$ cat config.mk
export PLATFORM = sky130hd
export DESIGN_NAME = icmp_header_check_echo_track_core
export DESIGN_NICKNAME = d
export VERILOG_FILES = /design/src/hw/rtl/ihce_pkg.sv /design/src/hw/rtl/icmp_header_check_echo_track_core.sv /design/src/hw/rtl/ihce_front.sv /design/src/hw/rtl/ihce_queue.sv /design/src/hw/rtl/ihce_back.sv
export SDC_FILE = /design/constraint.sdc
export NUM_CORES = 1
export LEC_CHECK = 0
export BUFFER_PORTS_ARGS = -buffer_cell sky130_fd_sc_hd__buf_2
export CORE_MARGIN = 1.5
export CORE_UTILIZATION = 34
export DETAILED_ROUTE_END_ITERATION = 8
export PLACE_DENSITY_LB_ADDON = 0.15
export SETUP_SLACK_MARGIN = 0.2
export SYNTH_ARGS = -nofsm -noshare
export SYNTH_HDL_FRONTEND = slang
export SYNTH_HIERARCHICAL = 1
export SYNTH_SLANG_ARGS = --single-unit
$ cat constraint.sdc
create_clock -name clock -period 7.6 [get_ports clock]
set_input_delay 1.52 -clock clock [delete_from_list [all_inputs] [get_ports clock]]
set_output_delay 1.52 -clock clock [all_outputs]
set_load 0.02 [all_outputs]
$ cat src/hw/rtl/ihce_pkg.sv
// ----------------------------------------------------------------------------
// ihce_pkg
// Shared types, constants and the ones-complement add for the ICMP header
// check and echo tracking core.
// ----------------------------------------------------------------------------
package ihce_pkg;

   localparam int unsigned HEADER_BYTES = 8;

   // header byte offsets
   localparam logic [15:0] OFF_TYPE     = 16'd0;
   localparam logic [15:0] OFF_CODE     = 16'd1;
   localparam logic [15:0] OFF_IDENT_HI = 16'd4;
   localparam logic [15:0] OFF_IDENT_LO = 16'd5;
   localparam logic [15:0] OFF_SEQ_HI   = 16'd6;
   localparam logic [15:0] OFF_SEQ_LO   = 16'd7;

   localparam logic [15:0] COUNT_MAX    = 16'hFFFF;
   localparam logic [15:0] SUM_GOOD     = 16'hFFFF;

   // ICMP types
   localparam logic [7:0] TYPE_ECHO_REPLY   = 8'd0;
   localparam logic [7:0] TYPE_ECHO_REQUEST = 8'd8;

   // result word layout, lowest bit up
   localparam int unsigned RSP_TYPE_LSB    = 0;
   localparam int unsigned RSP_CODE_LSB    = 8;
   localparam int unsigned RSP_IDENT_LSB   = 16;
   localparam int unsigned RSP_SEQ_LSB     = 32;
   localparam int unsigned RSP_BAD_BIT     = 48;
   localparam int unsigned RSP_SHORT_BIT   = 49;
   localparam int unsigned RSP_ECHO_BIT    = 50;
   localparam int unsigned RSP_PEND_BIT    = 51;
   localparam int unsigned RSP_SAVED_LSB   = 52;
   localparam int unsigned RSP_USED_BITS   = 68;
   localparam int unsigned RSP_TDATA_W     = 72;

   // one finished message, front to back
   typedef struct packed {
      logic [7:0]  msg_type;
      logic [7:0]  msg_code;
      logic [15:0] ident;
      logic [15:0] seq_number;
      logic        sum_ok;
      logic        too_short;
   } summary_type;

   // one result word
   typedef struct packed {
      logic [7:0]  msg_type;
      logic [7:0]  msg_code;
      logic [15:0] ident;
      logic [15:0] seq_number;
      logic        checksum_bad;
      logic        too_short;
      logic        is_echo;
      logic        echo_pending_out;
      logic [15:0] saved_seq_out;
   } result_type;

   // 16-bit ones-complement add with end-around carry
   function automatic logic [15:0] oc_add(input logic [15:0] a, input logic [15:0] b);
      logic [16:0] s;
      s = {1'b0, a} + {1'b0, b};
      return s[15:0] + {15'd0, s[16]};
   endfunction

endpackage

$ cat src/hw/rtl/icmp_header_check_echo_track_core.sv
// ----------------------------------------------------------------------------
// icmp_header_check_echo_track_core
// ICMP message checker: header capture, ones-complement checksum test and
// echo request/reply tracking, one message byte per word.
// ----------------------------------------------------------------------------
//
//  channel | dir | per word                      | when
//  --------+-----+-------------------------------+-----------------------------
//  req_*   | in  | one message byte, tlast=final | any byte of a message
//  rsp_*   | out | one message report            | once per message, after tlast
//
//  Takes one byte per cycle while req_tready is high; after the final byte is
//  accepted, its summary is registered in the queue, then in the output register.
//  Per byte: one 16-bit end-around-carry add, a byte count step and header capture.
//  Reset clears byte count, checksum, captured header and echo tracking state.
//  Stalls on rsp_* fill the output register, then the summary queue
//  (QUEUE_DEPTH messages); req_tready drops only when that queue is full.
//
module icmp_header_check_echo_track_core #(
   parameter int unsigned QUEUE_DEPTH = 2   // messages between intake and output, 2 or more
) (
   input  logic                              clock,
   input  logic                              reset,
   input  logic                              req_tvalid,
   output logic                              req_tready,
   input  logic [7:0]                        req_tdata,  // [7:0] data_byte
   input  logic                              req_tlast,  // last_byte
   output logic                              rsp_tvalid,
   input  logic                              rsp_tready,
   // [7:0] msg_type, [15:8] msg_code, [31:16] ident, [47:32] seq_number,
   // [48] checksum_bad, [49] too_short, [50] is_echo, [51] echo_pending_out,
   // [67:52] saved_seq_out, [71:68] zero
   output logic [ihce_pkg::RSP_TDATA_W-1:0]  rsp_tdata
);
   import ihce_pkg::*;

   logic        q_full;
   logic        q_push;
   summary_type q_push_data;
   logic        q_pop;
   logic        q_not_empty;
   summary_type q_head;
   result_type  result;

   // intake: count bytes, capture header fields, run the checksum
   ihce_front u_front (
      .clock       (clock),
      .reset       (reset),
      .req_tvalid  (req_tvalid),
      .req_tready  (req_tready),
      .data_byte   (req_tdata),
      .last_byte   (req_tlast),
      .q_full      (q_full),
      .q_push      (q_push),
      .q_push_data (q_push_data)
   );

   // hold finished message summaries so intake keeps going during output stalls
   ihce_queue #(
      .DEPTH (QUEUE_DEPTH)
   ) u_queue (
      .clock     (clock),
      .reset     (reset),
      .push      (q_push),
      .push_data (q_push_data),
      .pop       (q_pop),
      .full      (q_full),
      .not_empty (q_not_empty),
      .head      (q_head)
   );

   // result side: apply echo tracking in message order and register the report
   ihce_back u_back (
      .clock       (clock),
      .reset       (reset),
      .q_not_empty (q_not_empty),
      .q_head      (q_head),
      .q_pop       (q_pop),
      .rsp_valid   (rsp_tvalid),
      .rsp_ready   (rsp_tready),
      .rsp_result  (result)
   );

   // pack the report, lowest field first; pad the top nibble with zero
   assign rsp_tdata = {
      4'd0,
      result.saved_seq_out,
      result.echo_pending_out,
      result.is_echo,
      result.too_short,
      result.checksum_bad,
      result.seq_number,
      result.ident,
      result.msg_code,
      result.msg_type
   };

endmodule

$ cat src/hw/rtl/ihce_front.sv
// ----------------------------------------------------------------------------
// ihce_front
// Byte intake: header capture, byte count and running checksum; pushes one
// summary per message into the queue on the last byte.
// ----------------------------------------------------------------------------
module ihce_front (
   input  logic                 clock,
   input  logic                 reset,
   input  logic                 req_tvalid,
   output logic                 req_tready,
   input  logic [7:0]           data_byte,
   input  logic                 last_byte,
   input  logic                 q_full,
   output logic                 q_push,
   output ihce_pkg::summary_type q_push_data
);
   import ihce_pkg::*;

   logic [15:0] byte_count_ff, byte_count_in;
   logic [15:0] sum_ff, sum_in;
   logic [7:0]  odd_ff, odd_in;
   logic        pair_ff, pair_in;
   logic [7:0]  type_ff, type_in;
   logic [7:0]  code_ff, code_in;
   logic [15:0] ident_ff, ident_in;
   logic [15:0] seq_ff, seq_in;

   logic        take;
   logic [15:0] add_word;
   logic [15:0] sum_add;
   logic [15:0] count_after;
   logic [7:0]  type_cap, code_cap;
   logic [15:0] ident_cap, seq_cap;

   assign req_tready = !q_full;
   assign take       = req_tvalid && req_tready;

   // closing a pair adds {held, byte}; a lone final byte is padded with zero
   assign add_word    = pair_ff ? {odd_ff, data_byte} : {data_byte, 8'h00};
   assign sum_add     = oc_add(sum_ff, add_word);
   assign count_after = (byte_count_ff == COUNT_MAX) ? COUNT_MAX : byte_count_ff + 16'd1;

   always_comb begin
      type_cap  = type_ff;
      code_cap  = code_ff;
      ident_cap = ident_ff;
      seq_cap   = seq_ff;
      case (byte_count_ff)
         OFF_TYPE:     type_cap         = data_byte;
         OFF_CODE:     code_cap         = data_byte;
         OFF_IDENT_HI: ident_cap[15:8]  = data_byte;
         OFF_IDENT_LO: ident_cap[7:0]   = data_byte;
         OFF_SEQ_HI:   seq_cap[15:8]    = data_byte;
         OFF_SEQ_LO:   seq_cap[7:0]     = data_byte;
         default: ;
      endcase
   end

   assign q_push                  = take && last_byte;
   assign q_push_data.msg_type    = type_cap;
   assign q_push_data.msg_code    = code_cap;
   assign q_push_data.ident       = ident_cap;
   assign q_push_data.seq_number  = seq_cap;
   assign q_push_data.sum_ok      = (sum_add == SUM_GOOD);
   assign q_push_data.too_short   = (count_after < 16'(HEADER_BYTES));

   always_comb begin
      byte_count_in = byte_count_ff;
      sum_in        = sum_ff;
      odd_in        = odd_ff;
      pair_in       = pair_ff;
      type_in       = type_ff;
      code_in       = code_ff;
      ident_in      = ident_ff;
      seq_in        = seq_ff;
      if (take) begin
         if (last_byte) begin
            // message done: clear per-message state
            byte_count_in = '0;
            sum_in        = '0;
            odd_in        = '0;
            pair_in       = 1'b0;
            type_in       = '0;
            code_in       = '0;
            ident_in      = '0;
            seq_in        = '0;
         end else begin
            byte_count_in = count_after;
            type_in       = type_cap;
            code_in       = code_cap;
            ident_in      = ident_cap;
            seq_in        = seq_cap;
            if (pair_ff) begin
               sum_in  = sum_add;
               odd_in  = '0;
               pair_in = 1'b0;
            end else begin
               odd_in  = data_byte;
               pair_in = 1'b1;
            end
         end
      end
   end

   always_ff @(posedge clock) begin
      if (reset) begin
         byte_count_ff <= '0;
         sum_ff        <= '0;
         odd_ff        <= '0;
         pair_ff       <= 1'b0;
         type_ff       <= '0;
         code_ff       <= '0;
         ident_ff      <= '0;
         seq_ff        <= '0;
      end else begin
         byte_count_ff <= byte_count_in;
         sum_ff        <= sum_in;
         odd_ff        <= odd_in;
         pair_ff       <= pair_in;
         type_ff       <= type_in;
         code_ff       <= code_in;
         ident_ff      <= ident_in;
         seq_ff        <= seq_in;
      end
   end

endmodule

$ cat src/hw/rtl/ihce_queue.sv
// ----------------------------------------------------------------------------
// ihce_queue
// Small FIFO of message summaries between intake and result side.
// ----------------------------------------------------------------------------
module ihce_queue #(
   parameter int unsigned DEPTH = 2
) (
   input  logic                  clock,
   input  logic                  reset,
   input  logic                  push,
   input  ihce_pkg::summary_type push_data,
   input  logic                  pop,
   output logic                  full,
   output logic                  not_empty,
   output ihce_pkg::summary_type head
);
   import ihce_pkg::*;

   localparam int unsigned PTR_W = (DEPTH > 1) ? $clog2(DEPTH) : 1;
   localparam int unsigned CNT_W = $clog2(DEPTH + 1);

   summary_type       entry_ff [DEPTH];
   logic [PTR_W-1:0]  wr_ptr_ff, wr_ptr_in;
   logic [PTR_W-1:0]  rd_ptr_ff, rd_ptr_in;
   logic [CNT_W-1:0]  count_ff, count_in;

   assign full      = (count_ff == CNT_W'(DEPTH));
   assign not_empty = (count_ff != '0);
   assign head      = entry_ff[rd_ptr_ff];

   always_comb begin
      wr_ptr_in = wr_ptr_ff;
      rd_ptr_in = rd_ptr_ff;
      count_in  = count_ff;
      if (push) begin
         wr_ptr_in = (wr_ptr_ff == PTR_W'(DEPTH - 1)) ? '0 : wr_ptr_ff + 1'b1;
      end
      if (pop) begin
         rd_ptr_in = (rd_ptr_ff == PTR_W'(DEPTH - 1)) ? '0 : rd_ptr_ff + 1'b1;
      end
      case ({push, pop})
         2'b10:   count_in = count_ff + 1'b1;
         2'b01:   count_in = count_ff - 1'b1;
         default: count_in = count_ff;
      endcase
   end

   always_ff @(posedge clock) begin
      if (reset) begin
         wr_ptr_ff <= '0;
         rd_ptr_ff <= '0;
         count_ff  <= '0;
      end else begin
         wr_ptr_ff <= wr_ptr_in;
         rd_ptr_ff <= rd_ptr_in;
         count_ff  <= count_in;
      end
   end

   always_ff @(posedge clock) begin
      if (push) begin
         entry_ff[wr_ptr_ff] <= push_data;
      end
   end

endmodule

$ cat src/hw/rtl/ihce_back.sv
// ----------------------------------------------------------------------------
// ihce_back
// Result side: echo tracking state and the registered result word.
// ----------------------------------------------------------------------------
module ihce_back (
   input  logic                  clock,
   input  logic                  reset,
   input  logic                  q_not_empty,
   input  ihce_pkg::summary_type q_head,
   output logic                  q_pop,
   output logic                  rsp_valid,
   input  logic                  rsp_ready,
   output ihce_pkg::result_type  rsp_result
);
   import ihce_pkg::*;

   logic        out_valid_ff, out_valid_in;
   result_type  result_ff, result_in;
   logic        pend_ff, pend_in;
   logic [15:0] saved_ff, saved_in;
   logic        is_request, is_reply, echo;

   assign q_pop      = q_not_empty && (!out_valid_ff || rsp_ready);
   assign is_request = (q_head.msg_type == TYPE_ECHO_REQUEST);
   assign is_reply   = (q_head.msg_type == TYPE_ECHO_REPLY);
   assign echo       = !q_head.too_short && (is_request || is_reply);

   always_comb begin
      pend_in      = pend_ff;
      saved_in     = saved_ff;
      out_valid_in = out_valid_ff && !rsp_ready;
      result_in    = result_ff;
      if (q_pop) begin
         if (echo) begin
            pend_in = is_request;
         end
         if (echo && is_request) begin
            saved_in = q_head.seq_number;
         end
         out_valid_in                = 1'b1;
         result_in.msg_type          = q_head.msg_type;
         result_in.msg_code          = q_head.msg_code;
         result_in.ident             = q_head.ident;
         result_in.seq_number        = q_head.seq_number;
         result_in.checksum_bad      = q_head.too_short || !q_head.sum_ok;
         result_in.too_short         = q_head.too_short;
         result_in.is_echo           = echo;
         result_in.echo_pending_out  = pend_in;
         result_in.saved_seq_out     = saved_in;
      end
   end

   always_ff @(posedge clock) begin
      if (reset) begin
         out_valid_ff <= 1'b0;
         pend_ff      <= 1'b0;
         saved_ff     <= '0;
      end else begin
         out_valid_ff <= out_valid_in;
         pend_ff      <= pend_in;
         saved_ff     <= saved_in;
      end
   end

   always_ff @(posedge clock) begin
      result_ff <= result_in;
   end

   assign rsp_valid  = out_valid_ff;
   assign rsp_result = result_ff;

endmodule

==> results of run 1 <==
report_power, final:
part / internal [W] / total, W / switching (W)
registers: 0.00191 / 0.00198 / 0.0000711
clock network: 0.00108 / 0.00170 / 0.000626
logic: 0.000303 / 0.00101 / 0.000711
cell type report:
class / count / area, sq um / area share
clock buffers: 47 / 941 / 0.0655
clock inverters: 15 / 245 / 0.0171
inverters: 15 / 56.3 / 0.00392
multi-input cells: 656 / 4790 / 0.333
flip-flops and latches: 280 / 7290 / 0.507
well taps: 461 / 577 / 0.0401
repair buffers: 90 / 473 / 0.0329
state kept, by name, summed over array words and instances, names as in the netlist, named ones only:
signal / cells
u_queue/entry_ff: 100
u_back/rsp_result: 68
u_back/saved_ff: 16
u_front/byte_count_ff: 16
u_front/ident_ff: 16
u_front/seq_ff: 16
u_front/sum_ff: 16
u_front/code_ff: 8
u_front/odd_ff: 8
u_front/type_ff: 8
u_queue/count_ff: 2
u_back/pend_ff: 1
u_back/rsp_valid: 1
u_front/pair_ff: 1
u_queue/rd_ptr_ff: 1
u_queue/wr_ptr_ff: 1
critical path: cells and delay by family:
kind	cells	cell delay, ns
buffers and inverters	2	0.29
and+or+nand+nor	7	1.53
xor gates and xnor gates	1	0.17
adders and majority gates	4	0.94
AOI/OAI and AO/OA	6	1.22
worst paths after layout:
path	startpoint	endpoint	slack (ns)	cells after the start
max	req_tdata[0]	u_queue/entry_ff[0][1]	2.28	20
min	u_front/sum_ff[13]	u_front/sum_ff[13]	0.47	2
max reg2reg	u_front/pair_ff	u_queue/entry_ff[0][1]	2.67	19
min reg2reg	u_front/sum_ff[13]	u_front/sum_ff[13]	0.47	2
synthesized netlist by cell type (14+ instances only):
cell type,number,share of area
a21oi_1,30,0.012
a22oi_1,57,0.035
and2_1,17,0.0086
clkbuf_1,44,0.013
dfxtp_1,112,0.18
edfxtp_1,168,0.41
ha_1,23,0.023
inv_1,14,0.0042
mux2_2,122,0.11
nand2_1,41,0.012
nand2b_1,20,0.010
nor2_1,97,0.029
nor2b_1,21,0.011
nor3_1,20,0.0081
o21ai_0,44,0.018
xnor2_1,19,0.013
metal layers:
| layer | track usage | vias to the layer above |
|---|---|---|
| li1 | - | 3863 |
| met1 | 0.213 | 3920 |
| met2 | 0.242 | 144 |
| met3 | 0.0252 | 38 |
| met4 | 0.0408 | 0 |
| met5 | 0 | - |
cells by family (layout without fill, tap and decap cells):
group / Yosys count / after routing
AND/OR/NAND/NOR: 275 / 275
adder cells (fa/ha/maj): 24 / 24
XOR/XNOR: 32 / 32
buffers and inverters: 76 / 167
AO/OA/AOI/OAI: 195 / 195
multiplexers: 126 / 126
other: 1 / 4
flip-flops: 280 / 280
per-stage QoR:
stage           util  std cells  hold WS (ns)  setup WS (ns)  instance area (sq um)
6_report       0.402       1564         0.467           2.28                  14400
5_1_grt        0.402       1564         0.486           2.00                  14400
4_1_cts        0.402       1564         0.469           2.34                  14400
3_5_place_dp   0.369       1502         0.461           1.83                  13200
3_3_place_gp   0.369       1502         0.461           1.91                  13200
2_1_floorplan      -       1012         0.430           2.57                  12400
cells in the final DEF (no fill, tap or decap), drive strengths merged, types with 3 or more instances in the layout:
| master | Yosys | final |
|---|---|---|
| xnor2 | 20 | 20 |
| nand2b | 20 | 20 |
| or2 | 4 | 4 |
| inv | 15 | 16 |
| clkinv | 0 | 8 |
| o21ai | 57 | 57 |
| buf | 17 | 90 |
| a22o | 5 | 5 |
| and4 | 3 | 3 |
| and3 | 7 | 7 |
| a21o | 6 | 6 |
| mux2 | 123 | 123 |
| o21a | 3 | 3 |
| nor4 | 8 | 8 |
| edfxtp | 168 | 168 |
| dfxtp | 112 | 112 |
| nor3 | 22 | 22 |
| nor2 | 98 | 98 |
| a21oi | 31 | 31 |
| ha | 23 | 23 |
| a31oi | 10 | 10 |
| clkbuf | 44 | 47 |
| o22ai | 4 | 4 |
| a211oi | 4 | 4 |
| nand4 | 5 | 5 |
| bufinv | 0 | 6 |
| and2 | 17 | 17 |
| nor2b | 21 | 21 |
| a22oi | 57 | 57 |
| nand2 | 41 | 41 |
| o211ai | 3 | 3 |
| mux2i | 3 | 3 |
| nand3 | 14 | 14 |
| conb | 1 | 4 |
| or3 | 4 | 4 |
| xor2 | 12 | 12 |
==> qor.csv, run 1 <==
metric,value,unit
core,35700,sq um
fill_cells,3408,
finalSetupViolCount,0,
wl,28.7,mm
hold_class,reg2reg,
antenna_left,0,
htreeDepth,2,
postSynthAreaPerCell,12.3,sq um
violations,DRC,
vdd_drop_max,0.000160,V
yosys.cell_types.count,76,
crit_path_top_delay_cell,nor3_2,
critPathLaunchType,input pin,
maxSlewViolCount,0,
die-area,37600,sq um
drt-met1-wl,14.0,mm
min_period,5.32,ns
cpMostUsedCell,ha_1,
num_vias,7965,
tightestPinTransition,0.973,ns
netlist_area,12400,sq um
synthAdderAreaFrac,0.0249,
clock.fmax,188,MHz
synth_top_family_by_area,simple AND/OR/NAND/NOR gates,
post-route-period-util,0.700,
ys_async_sr_fraction,0,
rows,69,
ctsHoldBuffers,0,
drc,6,
antenna_found_initial,0,
grt_pass1_vias,7757,
port_buffers,82,
synthToLayoutAreaGrowth,16.1,%
diodes,0,
crit_arrival,5.68,ns
post_cts_buffers,0,
yosysSeqAreaShare,0.589,
firstDrtPassIters,7,
ys_seq_elements,280,
synth_ff_type,edfxtp_1,
clock_latency,0.52,ns
grt-ovfl-total,0,
final_hold_viol_count,0,
path_cells,buf_2 > and2_1 > ha_1 > inv_1 > fa_1 > nor2b_1 > o2111ai_1 > nand2_1 > a311oi_2 > o21ai_0 > a21o_1 > a21o_1 > ha_1 > ha_1 > nand2_1 > nor3_2 > nand4_2 > xnor2_1 > nor4_2 > o311a_1,
status,finished with violations,
top_layer_used,met4,
setup_tns,0,ns
muxShareOfSynthArea,0.115,
cts_buffers,34,
wire_per_inst,18.4,um
synth-edff-count,168,
synth-simple-area-share,0.117,
worst-endpoint-required,7.96,ns
crit_type,in2reg,
dr_wl_met3,1.03,mm
via_per_inst,5.09,
relSlewSlack,0.351,
dr_wl_met2,13.1,mm
synth_compound_area_frac,0.103,
first_iter_violations,386,
p_leak,5.27,nW
clockRootBuffer,clkbuf_16,
slowest_delay,0.41,ns
path_clk_slew,0.06,ns
fin_worst_skew,0.0201,ns
track_usage,0.152,
dpl.hpwl,17.4,mm
grt_pass1_wl,45.1,mm
place_congestion,0.862,
p_total,0.00470,W
p_per_area,327,nW/um^2
nets,1114,
syn_inst,1009,
grt_max_degree,70,
io_pins,87,
start_util,0.346,
cts_tree,built,
cp_max_fo,9,
max_cap_violations,0,
ys.warnings.count,6,
die_h,194,um
die_x,194,um
synth-xor-area-share,0.0239,
ctsResizeCount,0,
crit_path_end_kind,register,
cts.sinks,280,
cts_buffer_depth,3,
drive_above_1_share,0.266,
grt_setup_unrepaired,no,
(Power assumes the default switching activity.)
==> run 2: changes to the inputs <==
Settings changed: ABC_AREA set to 1.
Clock period 7.6 ns to 5.6 ns, I/O delays scaled along.
==> run 2 against run 1 <==
  * The flow now finishes without violations
  * Cell area rose by 3.9%
  * Count of clock-buffer cells in the layout is 5 higher
  * Utilization fell by 0.67 points
  * Register-to-register slack got worse by 1.2 ns
  * Sequential power grew 41%
  * Power is 36% higher
  * Highest routed layer unchanged
  * Area after synthesis grew 5.8%
  * Final cell count increased by 29%
==> qor.csv, run 2 <==
metric,value,unit,change
yosysMostFrequentCell,nand2_1,,
utilization,0.395,,-0.00669
critPathBufInv,5,,+3
grt_max_degree,77,,+10%
synth_top_family_by_area,simple AND/OR/NAND/NOR gates,,
dpl.hpwl,21.6,mm,+24%
yosys.cell_types.count,43,,-43%
place_congestion,0.889,,+3.2%
p_per_area,428,nW/um^2,+31%
relSlewSlack,0.181,,-0.170
antenna_left,0,,unchanged
cts_buffers,34,,unchanged
ctsResizeCount,0,,unchanged
port_buffers,82,,unchanged
synth_compound_area_frac,0.0710,,-0.0323
crit_path_end_kind,register,,
track_usage,0.162,,+0.00977
grt-ovfl-total,0,,unchanged
firstDrtPassIters,5,,-2
cts_tree,built,,
grt_pass1_wl,49.6,mm,+10%
fin_worst_skew,0.0141,ns,-0.00599 ns
die_h,199,um,+2.8%
ys.warnings.count,6,,unchanged
synthTopCellsByArea,"edfxtp_1, dfxtp_1, nand2_1, mux2_4, inv_1",,
p_sw_frac,0.314,,+0.0139
first_iter_violations,544,,+41%
layout_common_cells,"nand2_1, edfxtp_1, inv_1",,
die_x,199,um,+2.8%
min_period,4.24,ns,
netlist_area,13100,sq um,+5.8%
tightestPinTransition,1.22,ns,+0.247 ns
final_hold_viol_count,0,,unchanged
clock_latency,0.51,ns,about the same
max_cap_violations,0,,unchanged
post_cts_buffers,0,,unchanged
largest-register,u_queue/entry_ff,,
cpMostUsedCell,nand2_1,,
clockRootBuffer,clkbuf_16,,
ys_seq_elements,280,,unchanged
synth_ff_type,edfxtp_1,,
pwr-share-comb,0.238,,+0.022
htreeDepth,2,,unchanged
dpl-instance-area,13900,sq um,+5.3%
seqPwrFrac,0.439,,+0.017
ys_async_sr_fraction,0,,unchanged
antenna_found_initial,0,,unchanged
clkPwrFrac,0.323,,-0.039
wire_per_inst,15.7,um,-15%
rows,71,,+2.9%
crit_path_top_delay_cell,fa_1,,
instances_no_fill,2012,,+29%
cts_buffer_depth,3,,unchanged
critical-path-top-delay-family,simple AND/OR/NAND/NOR gates,,
critPathLaunchType,input pin,,
setup_tns,0,ns,unchanged
synth-simple-area-share,0.218,,+0.101
io_pins,87,,unchanged
crit_arrival,4.59,ns,-1.09 ns
p_switching,0.00200,W,+42%
synthAdderAreaFrac,0.0235,,-0.00136
p_int,0.00438,W,+33%
p_leak,6.04,nW,+15%
syn_inst,1401,,+39%
largest_register_ff_count,100,,unchanged
die-area,39700,sq um,+5.7%
hold_class,reg2reg,,
maxSlewViolCount,0,,unchanged
cts.sinks,280,,unchanged
num_vias,9405,,+18%
yosysSeqAreaShare,0.557,,-0.0321
wl,31.5,mm,+9.8%
finalSetupViolCount,0,,unchanged
muxShareOfSynthArea,0.0574,,-0.0573
nets,1512,,+36%
grt_setup_unrepaired,no,,
post-route-cell-area,14900,sq um,+3.9%
status,"finished, final reports clean",,
cp_max_fo,5,,-4
clock.fmax,236,MHz,
ctsHoldBuffers,0,,unchanged
slowest_delay,0.38,ns,-0.03 ns
core,37800,sq um,+5.6%
dp.cells,1950,,+30%
post-route-period-util,0.758,,
postSynthAreaPerCell,9.34,sq um,-24%
drc,0,,-6
final_common_cell,nand2_1,,
synthToLayoutAreaGrowth,14.0,%,
start_util,0.347,,+0.000427
crit_type,in2reg,,
synth-edff-count,168,,unchanged
p_total,0.00638,W,+36%
synth_area_leader_cell,edfxtp_1,,
worst-endpoint-required,5.94,ns,-2.02 ns
path_clk_slew,0.05,ns,about the same
grt_pass1_vias,8872,,+14%
synth.top_cells.by_count,"nand2_1, edfxtp_1, inv_1",,
vdd_drop_max,0.000216,V,+35%
via_per_inst,4.67,,-8.2%
drive_above_1_share,0.159,,-0.107
synth-xor-area-share,0.00602,,-0.0178
synth_top_area_share,0.385,,-0.0222
## run 2: cell count changes after synthesis, sizes merged, moves of 17 or more
cell / delta
nand3: +82
a22oi: -57
nand2: +403
clkbuf: -17
a21oi: +53
nand2b: -20
inv: +126
nor2b: -21
xnor2: -19
mux2: -73
## run 2: area by class of cell
cell class,instances,area (sq um)
fill,3739,22800
timing repair buffer,89,463
tap,511,639
sequential,280,7290
clock inverter,9,72.6
inverter,142,534
clock buffer,52,970
antenna,1,2.50
multi-input combinational,928,4950
## run 2: worst paths after layout
check | depth (start not counted) | end | start | slack [ns]
worst min-delay path | 2 | u_front/seq_ff[15] | u_front/seq_ff[15] | 0.46
worst min register to register | 2 | u_front/seq_ff[15] | u_front/seq_ff[15] | 0.46
worst max register to register | 28 | u_queue/entry_ff[0][1] | u_front/pair_ff | 1.45
worst max-delay path | 29 | u_queue/entry_ff[0][1] | req_tdata[0] | 1.36
## run 2: logic make-up after synthesis
kind of cell	count (synthesis)
compound gates	175
xor+xnor	9
fa+ha+maj	24
buf+inv	196
flops	280
mux	50
other cells	1
simple gates	666
## run 2: through the flow
| stage | worst slack [ns] | hold slack [ns] |
|---|---|---|
| floorplan | 1.41 | 0.445 |
| global placement | 0.984 | 0.451 |
| detailed placement | 0.867 | 0.455 |
| CTS | 1.39 | 0.464 |
| global route | 0.883 | 0.478 |
| finish | 1.36 | 0.463 |
## run 2: routing by layer
metal,global-route usage,wire [um],vias to the layer above
met5,0,0,-
met4,0.0525,767,0
met3,0.0287,1300,49
met2,0.267,14600,173
met1,0.214,14800,4401
li1,-,-,4782
## run 2: power by group through the flow
stage	Clock [W]	Combinational [W]	Sequential [W]
global placement	0	0.00153	0.00285
CTS	0.00212	0.00154	0.00282
detailed placement	0	0.00154	0.00286
global route	0.00221	0.00169	0.00284
floorplan	0	0.00101	0.00298
finish	0.00206	0.00152	0.00280
## run 2: worst reg2reg max path, delay by kind of cell (launching register included)
kind / cells / cell delay (ns)
DFF: 1 / 0.56
adders and majority gates: 4 / 0.92
AOI/OAI and AO/OA: 2 / 0.19
buffers and inverters: 4 / 0.30
and+or+nand+nor: 18 / 1.99
==> run 3: changes to the inputs <==
Settings changed: ABC_AREA 1 to 0.
Clock period 5.6 ns to 3.5 ns, I/O delays scaled along.
==> run 3 against run 2 <==
  * The run now ends with DRC, setup timing left
  * Clock power increased by 52%
  * Non-clock buffer count up 98
  * Count of clock-buffer cells in the layout down 4
  * Register-to-register slack worse by 1.5 ns
  * Power is 54% higher
  * Die area down 5.4%
  * Via count fell by 12%
  * Critical path depth fell by 10
  * Worst setup slack got worse by 1.4 ns
  * Utilization is 3.4 points higher
  * Highest routed layer unchanged
==> qor.csv, run 3 (same netlist as run 1, synthesis figures left out) <==
metric,value,unit,change
status,finished with violations,,
violations,"DRC, setup timing",,
min_path_cells,2,,unchanged
grt_max_degree,63,,-18%
final_common_cell,edfxtp_1,,
cp_max_fo,6,,+1
rows,69,,-2.8%
wl,29.4,mm,-6.7%
place_congestion,0.824,,-7.3%
wire_per_inst,17.8,um,+13%
setup_tns,-0.114,ns,-0.114 ns
firstDrtPassIters,6,,+1
track_usage,0.152,,-0.00933
first_iter_violations,391,,-28%
finalSetupViolCount,2,,+2
port_buffers,82,,unchanged
htreeDepth,1,,-1
critPathLaunchType,register,,
layout_common_cells,"edfxtp_1, mux2_2, dfxtp_1",,
num_vias,8233,,-12%
largest-register,u_queue/entry_ff,,
core,35700,sq um,-5.3%
dpl_worst_slack,-0.725,ns,-1.59 ns
synthToLayoutAreaGrowth,23.9,%,
path_clk_slew,0.06,ns,about the same
utilization,0.429,,+0.0335
diodes,0,,-1
clock_latency,0.57,ns,+0.06 ns
clock.fmax,281,MHz,
grt_pass1_vias,7979,,-10%
grt-ovfl-total,0,,unchanged
antenna_found_initial,1,,+1
drc,8,,+8
nets,1208,,-20%
dpl.hpwl,18.9,mm,-12%
largest_register_ff_count,100,,unchanged
crit_arrival,3.87,ns,-0.72 ns
cts.sinks,280,,unchanged
fin_worst_skew,0.0152,ns,+0.00104 ns
maxSlewViolCount,0,,unchanged
die_h,194,um,-2.7%
io_pins,87,,unchanged
tightestPinTransition,0.707,ns,-0.513 ns
via_per_inst,4.97,,+6.4%
drive_above_1_share,0.360,,+0.201
final.setup.worst_slack,-0.0570,ns,-1.41 ns
grt_setup_unrepaired,yes,,
die-area,37600,sq um,-5.4%
min_period,3.56,ns,
post-route-period-util,1.02,,
crit_path_end_kind,register,,
p_leak,5.79,nW,-4.1%
final_hold_viol_count,0,,unchanged
cts_tree,built,,
dpl-instance-area,14000,sq um,+0.88%
antenna_left,0,,unchanged
worst-endpoint-required,3.81,ns,-2.13 ns
die_x,194,um,-2.7%
relSlewSlack,0.527,,+0.346
cts_buffer_depth,3,,unchanged
rr_worst_depth,19,,-32%
vdd_drop_max,0.000355,V,+64%
cts_buffers,31,,-8.8%
start_util,0.346,,-0.000427
max_cap_violations,0,,unchanged
crit_type,reg2reg,,
clockRootBuffer,clkbuf_16,,
hold_class,in2reg,,
post-route-cell-area,15300,sq um,+2.7%
hold_ws,0.410,ns,-0.0534 ns
p_per_area,643,nW/um^2,+50%
grt_pass1_wl,45.6,mm,-8.2%
## run 3: routing by layer
metal  vias up  wire length (um)  track usage
met1      4032             14200        0.212
met5         -                 0            0
met3        38              1070       0.0233
met2       118             13600        0.249
li1       4045                 -            -
met4         0               438       0.0367
## run 3: worst paths after layout
kind,startpoint,end,slack [ns]
hold reg to reg,u_front/sum_ff[13],u_front/sum_ff[13],0.45
hold / removal,reset,u_front/odd_ff[7],0.41
setup reg to reg,u_front/pair_ff,u_queue/entry_ff[0][1],-0.06
setup / recovery,u_front/pair_ff,u_queue/entry_ff[0][1],-0.06
## run 3: timing repair
action | in CTS | in global routing
gates resized for setup | 27 | 14
endpoints found under the setup margin | 11 | 11
hold buffers | 0 | 0
gates cloned | 0 | 1
buffers inserted | 6 | 9
pin swaps | 11 | 9
hold endpoints to repair | 0 | 0
## run 3: cell type report
cell class	instances	area [sq um]
inverter	15	60.1
clock inverter	8	76.3
tap	461	577
timing repair buffer	187	1270
clock buffer	48	910
sequential	280	7290
multi-input combinational	656	5140
fill	3372	20400
## run 3: through the flow
stage          total power [W]  instances
6_report               0.00986       1655
5_1_grt                 0.0103       1655
4_1_cts                0.00997       1645
3_5_place_dp           0.00677       1583
3_3_place_gp           0.00673       1583
2_1_floorplan          0.00588       1012
## run 3: worst max-delay path: stages, from the launching register on
cell      delay (ns)
dfxtp_4         0.38
buf_12          0.14
buf_4           0.13
mux2_4          0.32
ha_4            0.23
o21ai_2         0.15
a21oi_2         0.06
a311oi_4        0.26
o21ai_2         0.09
a21o_1          0.16
a21o_1          0.18
ha_4            0.17
buf_4           0.13
nand3_4         0.10
nor4_4          0.06
buf_4           0.18
buf_6           0.12
nand2_1         0.05
nor2_1          0.04
o311a_1         0.35
## run 3: where the power goes
| part | internal (W) | switching (W) |
|---|---|---|
| clock | 0.00185 | 0.00129 |
| sequential | 0.00414 | 0.000155 |
| combinational | 0.000839 | 0.00158 |
